===== config.mk =====
export PLATFORM = sky130hd
export DESIGN_NAME = mqtt_packet_deframer_flat
export DESIGN_NICKNAME = d
export VERILOG_FILES = /design/src/hw/rtl/mpd_pkg.sv /design/src/hw/rtl/mpd_if.sv /design/src/hw/rtl/mqtt_packet_deframer.sv /design/src/hw/rtl/mpd_classify.sv /design/src/hw/rtl/mpd_parser.sv /design/src/flat_wrapper.sv
export SDC_FILE = /design/constraint.sdc
export NUM_CORES = 1
export LEC_CHECK = 0
export ABC_CLOCK_PERIOD_IN_PS = 4500
export CAP_MARGIN = 25
export CORE_ASPECT_RATIO = 0.6
export CORE_MARGIN = 2
export CORE_UTILIZATION = 63
export CTS_CLUSTER_SIZE = 28
export DETAILED_ROUTE_END_ITERATION = 16
export DONT_BUFFER_PORTS = 1
export GPL_TIMING_DRIVEN = 1
export PLACE_DENSITY = 0.79
export SYNTH_ARGS = -nofsm -noshare
export SYNTH_HDL_FRONTEND = slang
export SYNTH_SLANG_ARGS = --single-unit

===== constraint.sdc =====
create_clock -name clk -period 4.5 [get_ports clk]
set_input_delay 0.225 -clock clk [delete_from_list [all_inputs] [get_ports clk]]
set_output_delay 0.225 -clock clk [all_outputs]
set_load 0.05 [all_outputs]

===== src/hw/rtl/mpd_pkg.sv =====
// shared codes and types of the mqtt packet deframer
// no dependencies

package mpd_pkg;

    localparam int BYTE_W  = 8;
    localparam int KIND_W  = 3;
    localparam int ROLE_W  = 3;
    localparam int PHASE_W = 2;
    localparam int TLEN_W  = 16;

    localparam logic [KIND_W-1:0] KIND_CONNACK  = 3'd0;
    localparam logic [KIND_W-1:0] KIND_PUBLISH  = 3'd1;
    localparam logic [KIND_W-1:0] KIND_SUBACK   = 3'd2;
    localparam logic [KIND_W-1:0] KIND_PINGRESP = 3'd3;
    localparam logic [KIND_W-1:0] KIND_UNKNOWN  = 3'd4;

    localparam logic [ROLE_W-1:0] ROLE_BODY    = 3'd0;
    localparam logic [ROLE_W-1:0] ROLE_TLEN_HI = 3'd1;
    localparam logic [ROLE_W-1:0] ROLE_TLEN_LO = 3'd2;
    localparam logic [ROLE_W-1:0] ROLE_TOPIC   = 3'd3;
    localparam logic [ROLE_W-1:0] ROLE_PAYLOAD = 3'd4;
    localparam logic [ROLE_W-1:0] ROLE_EMPTY   = 3'd5;

    localparam logic [PHASE_W-1:0] PH_TYPE   = 2'd0;
    localparam logic [PHASE_W-1:0] PH_LENGTH = 2'd1;
    localparam logic [PHASE_W-1:0] PH_BODY   = 2'd2;

    localparam logic [BYTE_W-1:0] TYPE_CONNACK   = 8'h20;
    localparam logic [BYTE_W-1:0] TYPE_PUBLISH_0 = 8'h30;
    localparam logic [BYTE_W-1:0] TYPE_PUBLISH_1 = 8'h31;
    localparam logic [BYTE_W-1:0] TYPE_PUBLISH_2 = 8'h32;
    localparam logic [BYTE_W-1:0] TYPE_PUBLISH_4 = 8'h34;
    localparam logic [BYTE_W-1:0] TYPE_SUBACK    = 8'h90;
    localparam logic [BYTE_W-1:0] TYPE_PINGRESP  = 8'hD0;

    typedef struct packed {
        logic              hit;
        logic [KIND_W-1:0] pkt_type;
        logic [ROLE_W-1:0] byte_role;
        logic [BYTE_W-1:0] data_byte;
        logic [BYTE_W-1:0] body_index;
        logic              last;
    } mpd_result_t;

endpackage


===== src/hw/rtl/mpd_if.sv =====
// valid/ready channels of the mqtt packet deframer
// stand-alone, widths follow the byte and code widths of mpd_pkg

interface mpd_in_if;
    logic       valid;
    logic       ready;
    logic [7:0] rx_byte;

    modport source (output valid, output rx_byte, input ready);
    modport sink   (input valid, input rx_byte, output ready);
endinterface

interface mpd_out_if;
    logic       valid;
    logic       ready;
    logic [2:0] pkt_type;
    logic [2:0] byte_role;
    logic [7:0] data_byte;
    logic [7:0] body_index;
    logic       last;

    modport source (output valid, output pkt_type, output byte_role, output data_byte,
                    output body_index, output last, input ready);
    modport sink   (input valid, input pkt_type, input byte_role, input data_byte,
                    input body_index, input last, output ready);
endinterface


===== src/hw/rtl/mqtt_packet_deframer.sv =====
// top level of the mqtt packet deframer: parser plus output register
// depends on mpd_pkg, mpd_if (mpd_in_if, mpd_out_if) and mpd_parser
//
// channel  dir  payload                                           transfer
// din      in   rx_byte                                           valid & ready
// dout     out  pkt_type, byte_role, data_byte, body_index, last  valid & ready
//
// one byte per cycle while ready; result is on dout the cycle after the byte
// rst_n clears the framing state to expecting a type byte and empties dout
// din.ready drops only while a held result on dout is not taken
// type and nonzero length bytes and bytes of unknown packets give no result

module mqtt_packet_deframer
    import mpd_pkg::*;
(
    input  logic             clk,
    input  logic             rst_n,
    mpd_in_if.sink           din,
    mpd_out_if.source        dout
);

    mpd_result_t        res;
    logic               accept;
    logic               valid_reg, valid_next;
    logic [KIND_W-1:0]  type_reg;
    logic [ROLE_W-1:0]  role_reg;
    logic [BYTE_W-1:0]  data_reg;
    logic [BYTE_W-1:0]  index_reg;
    logic               last_reg;

    assign din.ready = !valid_reg || dout.ready;
    assign accept    = din.valid && din.ready;

    mpd_parser u_parser (
        .clk     (clk),
        .rst_n   (rst_n),
        .accept  (accept),
        .rx_byte (din.rx_byte),
        .res     (res)
    );

    always_comb
    begin
        valid_next = valid_reg;
        if (accept)
        begin
            valid_next = res.hit;
        end
        else if (dout.ready)
        begin
            valid_next = 1'b0;
        end
    end

    always_ff @(posedge clk or negedge rst_n)
    begin
        if (!rst_n)
        begin
            valid_reg <= 1'b0;
        end
        else
        begin
            valid_reg <= valid_next;
        end
    end

    always_ff @(posedge clk)
    begin
        if (accept && res.hit)
        begin
            type_reg  <= res.pkt_type;
            role_reg  <= res.byte_role;
            data_reg  <= res.data_byte;
            index_reg <= res.body_index;
            last_reg  <= res.last;
        end
    end

    assign dout.valid      = valid_reg;
    assign dout.pkt_type   = type_reg;
    assign dout.byte_role  = role_reg;
    assign dout.data_byte  = data_reg;
    assign dout.body_index = index_reg;
    assign dout.last       = last_reg;

`ifndef NO_ASSERTIONS
    a_stall_blocks_input: assert property (@(posedge clk) disable iff (!rst_n)
        valid_reg && !dout.ready |-> !din.ready)
        else $error("input taken while result held");
    a_known_type: assert property (@(posedge clk) disable iff (!rst_n)
        valid_reg |-> type_reg != KIND_UNKNOWN)
        else $error("result for unknown packet type");
    a_empty_marker: assert property (@(posedge clk) disable iff (!rst_n)
        valid_reg && role_reg == ROLE_EMPTY |-> last_reg && data_reg == '0 && index_reg == '0)
        else $error("malformed empty packet marker");
    a_tlen_hi_first: assert property (@(posedge clk) disable iff (!rst_n)
        valid_reg && role_reg == ROLE_TLEN_HI |-> index_reg == '0)
        else $error("topic length high byte not at body start");
`endif

endmodule


===== src/hw/rtl/mpd_classify.sv =====
// packet type classifier: maps a fixed header byte to a packet kind
// depends on mpd_pkg

module mpd_classify
    import mpd_pkg::*;
(
    input  logic [BYTE_W-1:0] type_byte,
    output logic [KIND_W-1:0] kind
);

    always_comb
    begin
        case (type_byte)
            TYPE_CONNACK:   kind = KIND_CONNACK;
            TYPE_PUBLISH_0,
            TYPE_PUBLISH_1,
            TYPE_PUBLISH_2,
            TYPE_PUBLISH_4: kind = KIND_PUBLISH;
            TYPE_SUBACK:    kind = KIND_SUBACK;
            TYPE_PINGRESP:  kind = KIND_PINGRESP;
            default:        kind = KIND_UNKNOWN;
        endcase
    end

endmodule


===== src/hw/rtl/mpd_parser.sv =====
// framing state and byte role logic, one byte per transfer
// depends on mpd_pkg and mpd_classify

module mpd_parser
    import mpd_pkg::*;
(
    input  logic              clk,
    input  logic              rst_n,
    input  logic              accept,
    input  logic [BYTE_W-1:0] rx_byte,
    output mpd_result_t       res
);

    logic [PHASE_W-1:0] phase_reg,     phase_next;
    logic [KIND_W-1:0]  kind_reg,      kind_next;
    logic [BYTE_W-1:0]  remaining_reg, remaining_next;
    logic [BYTE_W-1:0]  position_reg,  position_next;
    logic [TLEN_W-1:0]  tlen_reg,      tlen_next;
    logic [KIND_W-1:0]  byte_kind;
    logic [TLEN_W-1:0]  topic_offset;
    logic               fin;

    mpd_classify u_classify (
        .type_byte (rx_byte),
        .kind      (byte_kind)
    );

    assign fin          = (remaining_reg <= 8'd1);
    assign topic_offset = {{(TLEN_W-BYTE_W){1'b0}}, position_reg} - TLEN_W'(2);

    always_comb
    begin
        phase_next     = phase_reg;
        kind_next      = kind_reg;
        remaining_next = remaining_reg;
        position_next  = position_reg;
        tlen_next      = tlen_reg;
        res            = '0;
        res.pkt_type   = kind_reg;
        case (phase_reg)
            PH_LENGTH:
            begin
                if (rx_byte == '0)
                begin
                    phase_next    = PH_TYPE;
                    res.hit       = (kind_reg != KIND_UNKNOWN);
                    res.byte_role = ROLE_EMPTY;
                    res.last      = 1'b1;
                end
                else
                begin
                    remaining_next = rx_byte;
                    position_next  = '0;
                    tlen_next      = '0;
                    phase_next     = PH_BODY;
                end
            end
            PH_BODY:
            begin
                res.hit        = (kind_reg != KIND_UNKNOWN);
                res.byte_role  = ROLE_BODY;
                res.data_byte  = rx_byte;
                res.body_index = position_reg;
                res.last       = fin;
                if (kind_reg == KIND_PUBLISH)
                begin
                    if (position_reg == 8'd0)
                    begin
                        res.byte_role = ROLE_TLEN_HI;
                        tlen_next     = {rx_byte, {BYTE_W{1'b0}}};
                    end
                    else if (position_reg == 8'd1)
                    begin
                        res.byte_role = ROLE_TLEN_LO;
                        tlen_next     = tlen_reg | {{(TLEN_W-BYTE_W){1'b0}}, rx_byte};
                    end
                    else if (topic_offset < tlen_reg)
                    begin
                        res.byte_role = ROLE_TOPIC;
                    end
                    else
                    begin
                        res.byte_role = ROLE_PAYLOAD;
                    end
                end
                position_next  = position_reg + 8'd1;
                remaining_next = remaining_reg - 8'd1;
                if (fin)
                begin
                    remaining_next = '0;
                    phase_next     = PH_TYPE;
                end
            end
            default:
            begin
                kind_next  = byte_kind;
                phase_next = PH_LENGTH;
            end
        endcase
    end

    always_ff @(posedge clk or negedge rst_n)
    begin
        if (!rst_n)
        begin
            phase_reg     <= PH_TYPE;
            kind_reg      <= '0;
            remaining_reg <= '0;
            position_reg  <= '0;
            tlen_reg      <= '0;
        end
        else if (accept)
        begin
            phase_reg     <= phase_next;
            kind_reg      <= kind_next;
            remaining_reg <= remaining_next;
            position_reg  <= position_next;
            tlen_reg      <= tlen_next;
        end
    end

`ifndef NO_ASSERTIONS
    a_phase_legal: assert property (@(posedge clk) disable iff (!rst_n)
        phase_reg != 2'd3)
        else $error("parser phase left its legal codes");
    a_body_nonzero: assert property (@(posedge clk) disable iff (!rst_n)
        phase_reg == PH_BODY |-> remaining_reg != '0)
        else $error("body phase with no bytes remaining");
    a_last_ends_packet: assert property (@(posedge clk) disable iff (!rst_n)
        accept && res.last |=> phase_reg == PH_TYPE)
        else $error("last transfer did not return to type phase");
`endif

endmodule


===== src/flat_wrapper.sv =====
// flat-port wrapper written by rule: the top's interface ports become plain ports
module mqtt_packet_deframer_flat import mpd_pkg::*;
  (clk, rst_n, din_valid, din_rx_byte, din_ready, dout_valid, dout_pkt_type, dout_byte_role, dout_data_byte, dout_body_index, dout_last, dout_ready);
  mpd_in_if din_i ();
  mpd_out_if dout_i ();
  input  logic clk;
  input  logic rst_n;
  input wire logic [$bits(din_i.valid)-1:0] din_valid;
  input wire logic [$bits(din_i.rx_byte)-1:0] din_rx_byte;
  output wire logic [$bits(din_i.ready)-1:0] din_ready;
  output wire logic [$bits(dout_i.valid)-1:0] dout_valid;
  output wire logic [$bits(dout_i.pkt_type)-1:0] dout_pkt_type;
  output wire logic [$bits(dout_i.byte_role)-1:0] dout_byte_role;
  output wire logic [$bits(dout_i.data_byte)-1:0] dout_data_byte;
  output wire logic [$bits(dout_i.body_index)-1:0] dout_body_index;
  output wire logic [$bits(dout_i.last)-1:0] dout_last;
  input wire logic [$bits(dout_i.ready)-1:0] dout_ready;
  assign din_i.valid = din_valid;
  assign din_i.rx_byte = din_rx_byte;
  assign din_ready = din_i.ready;
  assign dout_valid = dout_i.valid;
  assign dout_pkt_type = dout_i.pkt_type;
  assign dout_byte_role = dout_i.byte_role;
  assign dout_data_byte = dout_i.data_byte;
  assign dout_body_index = dout_i.body_index;
  assign dout_last = dout_i.last;
  assign dout_i.ready = dout_ready;
  mqtt_packet_deframer u_core (.clk(clk), .rst_n(rst_n), .din(din_i), .dout(dout_i));
endmodule

==> results.toml <==
[status]
outcome = "finished, final reports clean"

[layout]
largest_reg_flops = 16
seq_area_sq_um = 1640
multi_input_area_sq_um = 1560
nets = 379
num_antenna_cells = 0
final_core_util_pct = 70.8
drive_gt1_share_pct = 9.38
area_delta_synth_final_pct = 7.32
fillCellCount = 374
layout.cells.non_filler = 418

[sta]
period_share_pct = 68.1
hold_viol_final = 0
rsz0062_at_grt = "no"
worst_pin_slew_ns = 0.881
relSlewSlack_pct = 41.3
finalClockSkew_ns = 0.00917
setup_violations = 0
fmax_ghz = 0.326
fin_hold_ws_ns = 0.0185
fin_crit_ns = 3.07
fin_tns_setup_ns = 0
slew_viol_final = 0

[clock_network]
clock_latency_ns = 0.34
numCtsBuffers = 9
clk_path_buf_depth = 2
clockRootBuffer = "clkbuf_8"
htree_levels = 3
clock-sinks = 61
cts_tree = "done"
clk_pin_slew_ns = 0.08
cts_resized = 0

[critical_path]
r2r_end = "u_core.u_parser.tlen_reg[5]$_DFFE_PN0P_"
path_class = "register to register"
startpoint_type = "register"
r2r-start = "u_core.dout.valid$_DFFE_PN0P_"
setup.worst_path.end_class = "register"
cp.required_ns = 4.71
rr_worst_depth = 6
crit_fanout = 28
crit_arrival_ns = 3.27
rrSetupSlack_ns = 1.43

[floorplanning]
coreArea_sq_um = 5130
fp.dieH_um = 60.8
num_rows = 20
start_util_pct = 66.0
ioPinCount = 37
die_area_sq_um = 6000
die_w_um = 98.6

[placed_design]
dp_hpwl_mm = 5.10
place.gp.congestion = 0.865
portBuffers = 0
dpl.cell_count = 400

[yosys]
syn_inst = 349
async_flop_share_pct = 62.3
synth_top_area_share_pct = 28.1
synthTopCellsByArea = "dfrtp_1 (28%), edfxtp_1 (20%), ha_1 (7.4%)"
synth-seq-area-share_pct = 48.5
syn-mean-instance-area_sq_um = 9.70
synth_most_common_cell = "dfrtp_1"
synth_nets = 381
synth_area_sq_um = 3390
yosys_warnings = 0
ys_ff_latch = 61
synth-main-ff-cell = "dfrtp_1"
synth_edf_count = 23
synth.distinct_cells = 59
synth_common_cells = "dfrtp_1 (38), nor2_1 (37), inv_1 (28)"
yosysTopAreaCell = "dfrtp_1"

[power_and_ir_drop]
power_switching_share_pct = 39.9
leakage_nw = 1.48
ir_drop_mv = 0.340
p_int_mw = 1.25
combPwrFrac_pct = 35.3
power.clock.fraction_pct = 23.3
fin_total_pwr_mw = 2.08
power_density_nw_per_um2 = 572
pwr-share-seq_pct = 41.4
net-switching-power_uw = 830

[routing]
routedWlPerCell_um = 17.4
drcViolationCount = 0
viasPerCell = 6.21
first_pass_iters = 5
drt_wl_total_mm = 7.26
initialDrtViolationCount = 214
postRouteAntennaNets = 0
num_vias = 2596

[global_route]
grt_max_degree = 39
antenna_found_initial = 0
grt_pass1_vias = 2269
grt-ovfl-total = 0
grt_first_pass_wirelength_mm = 11.8
track_usage_pct = 26.1

[job]
maxCapViolCount = 0

[hold_path]
hold_path.class = "input port to register"
hold_depth = 2
holdCritStartpoint = "din_rx_byte[2]"
holdPathEnd = "u_core.u_parser.remaining_reg[2]$_DFFE_PN0P_"
==> kinds of logic (layout without fill, tap and decap cells) <==
| family | Yosys count | in the layout | synth area share (%) |
|---|---|---|---|
| AOI/OAI and AO/OA | 82 | 82 | 15.2 |
| xor gates and xnor gates | 5 | 5 | 1.29 |
| adders and majority gates | 21 | 21 | 7.69 |
| buffers and inverters | 45 | 48 | 5.58 |
| DFF | 61 | 61 | 48.5 |
| muxes | 2 | 2 | 0.776 |
| and+or+nand+nor | 133 | 133 | 21.0 |
==> power by group through the flow <==
stage | combinational [mW] | clock [mW] | sequential [mW]
after floorplan | 0.593 | 0 | 0.834
after global placement | 0.683 | 0 | 0.862
after detailed placement | 0.713 | 0 | 0.864
after CTS | 0.728 | 0.488 | 0.858
after global routing | 0.832 | 0.512 | 0.878
final | 0.733 | 0.485 | 0.861
==> cell type report <==
| class | instances | share of cell area, % |
|---|---|---|
| clock buffers | 9 | 3.41 |
| clock inverters | 7 | 2.07 |
| inverters | 28 | 2.89 |
| multi-input cells | 243 | 42.9 |
| flip-flops and latches | 61 | 45.2 |
| well taps | 66 | 2.27 |
| repair buffers | 4 | 1.24 |
==> worst max path at each step <==
stage	startpoint	to	slack, ns	cells past startpoint
floorplan	u_core.dout.valid$_DFFE_PN0P_	u_core.dout.body_index[0]$_SDFFCE_PN0P_	0.06	3
global placement	u_core.dout.valid$_DFFE_PN0P_	u_core.u_parser.tlen_reg[7]$_DFFE_PN0P_	1.59	6
detailed placement	u_core.dout.valid$_DFFE_PN0P_	u_core.u_parser.tlen_reg[5]$_DFFE_PN0P_	1.49	6
CTS	u_core.dout.valid$_DFFE_PN0P_	u_core.u_parser.tlen_reg[5]$_DFFE_PN0P_	1.46	6
global route	u_core.dout.valid$_DFFE_PN0P_	u_core.u_parser.tlen_reg[5]$_DFFE_PN0P_	1.27	6
finish	u_core.dout.valid$_DFFE_PN0P_	u_core.u_parser.tlen_reg[5]$_DFFE_PN0P_	1.43	6
==> through the flow <==
| step | cell area [sq um] | setup slack, ns |
|---|---|---|
| after floorplan | 3390 | 0.0600 |
| after global placement | 3400 | 1.59 |
| after detailed placement | 3400 | 1.49 |
| after CTS | 3630 | 1.46 |
| after global routing | 3630 | 1.27 |
| final | 3630 | 1.43 |
==> worst max-delay path: stages (launching register included) <==
cell and delay, ns:
dfrtp_1 0.57, nand2b_1 0.51, nand2_1 0.16, or3_1 0.71
a21oi_2 0.46, a21boi_2 0.40, nor2_1 0.11
==> cell usage in the layout (no fill, tap or decap), drive strengths merged, types with 2 or more instances in the layout <==
cell,Yosys,layout
a2111oi,2,2
a211oi,2,2
a21o,2,2
a21oi,22,22
a221o,2,2
a22o,2,2
a22oi,3,3
a31oi,2,2
and2,14,14
and3,4,4
buf,9,3
clkbuf,8,9
clkinv,0,5
dfrtp,38,38
edfxtp,23,23
ha,20,20
inv,28,29
mux2,2,2
nand2,24,24
nand2b,7,7
nand3,12,12
nor2,38,38
nor3,8,8
nor4,8,8
o21a,2,2
o21ai,29,29
o31ai,5,5
or3,8,8
or4,4,4
xor2,4,4
==> per-layer routing <==
layer / share of wire, % / vias to the layer above / global-route usage (%)
met4: 1.1 / 0 / 8.41
met5: 0 / - / 0
met3: 8.9 / 10 / 8.29
met2: 42 / 107 / 37.1
li1: - / 1234 / -
met1: 48 / 1245 / 38.5
==> repair_timing <==
| action | CTS | global route |
|---|---|---|
| buffers inserted | 0 | 0 |
| endpoints found under the hold margin | 38 | 0 |
| hold buffers | 2 | 0 |
Power figures use the tool's default switching activity.
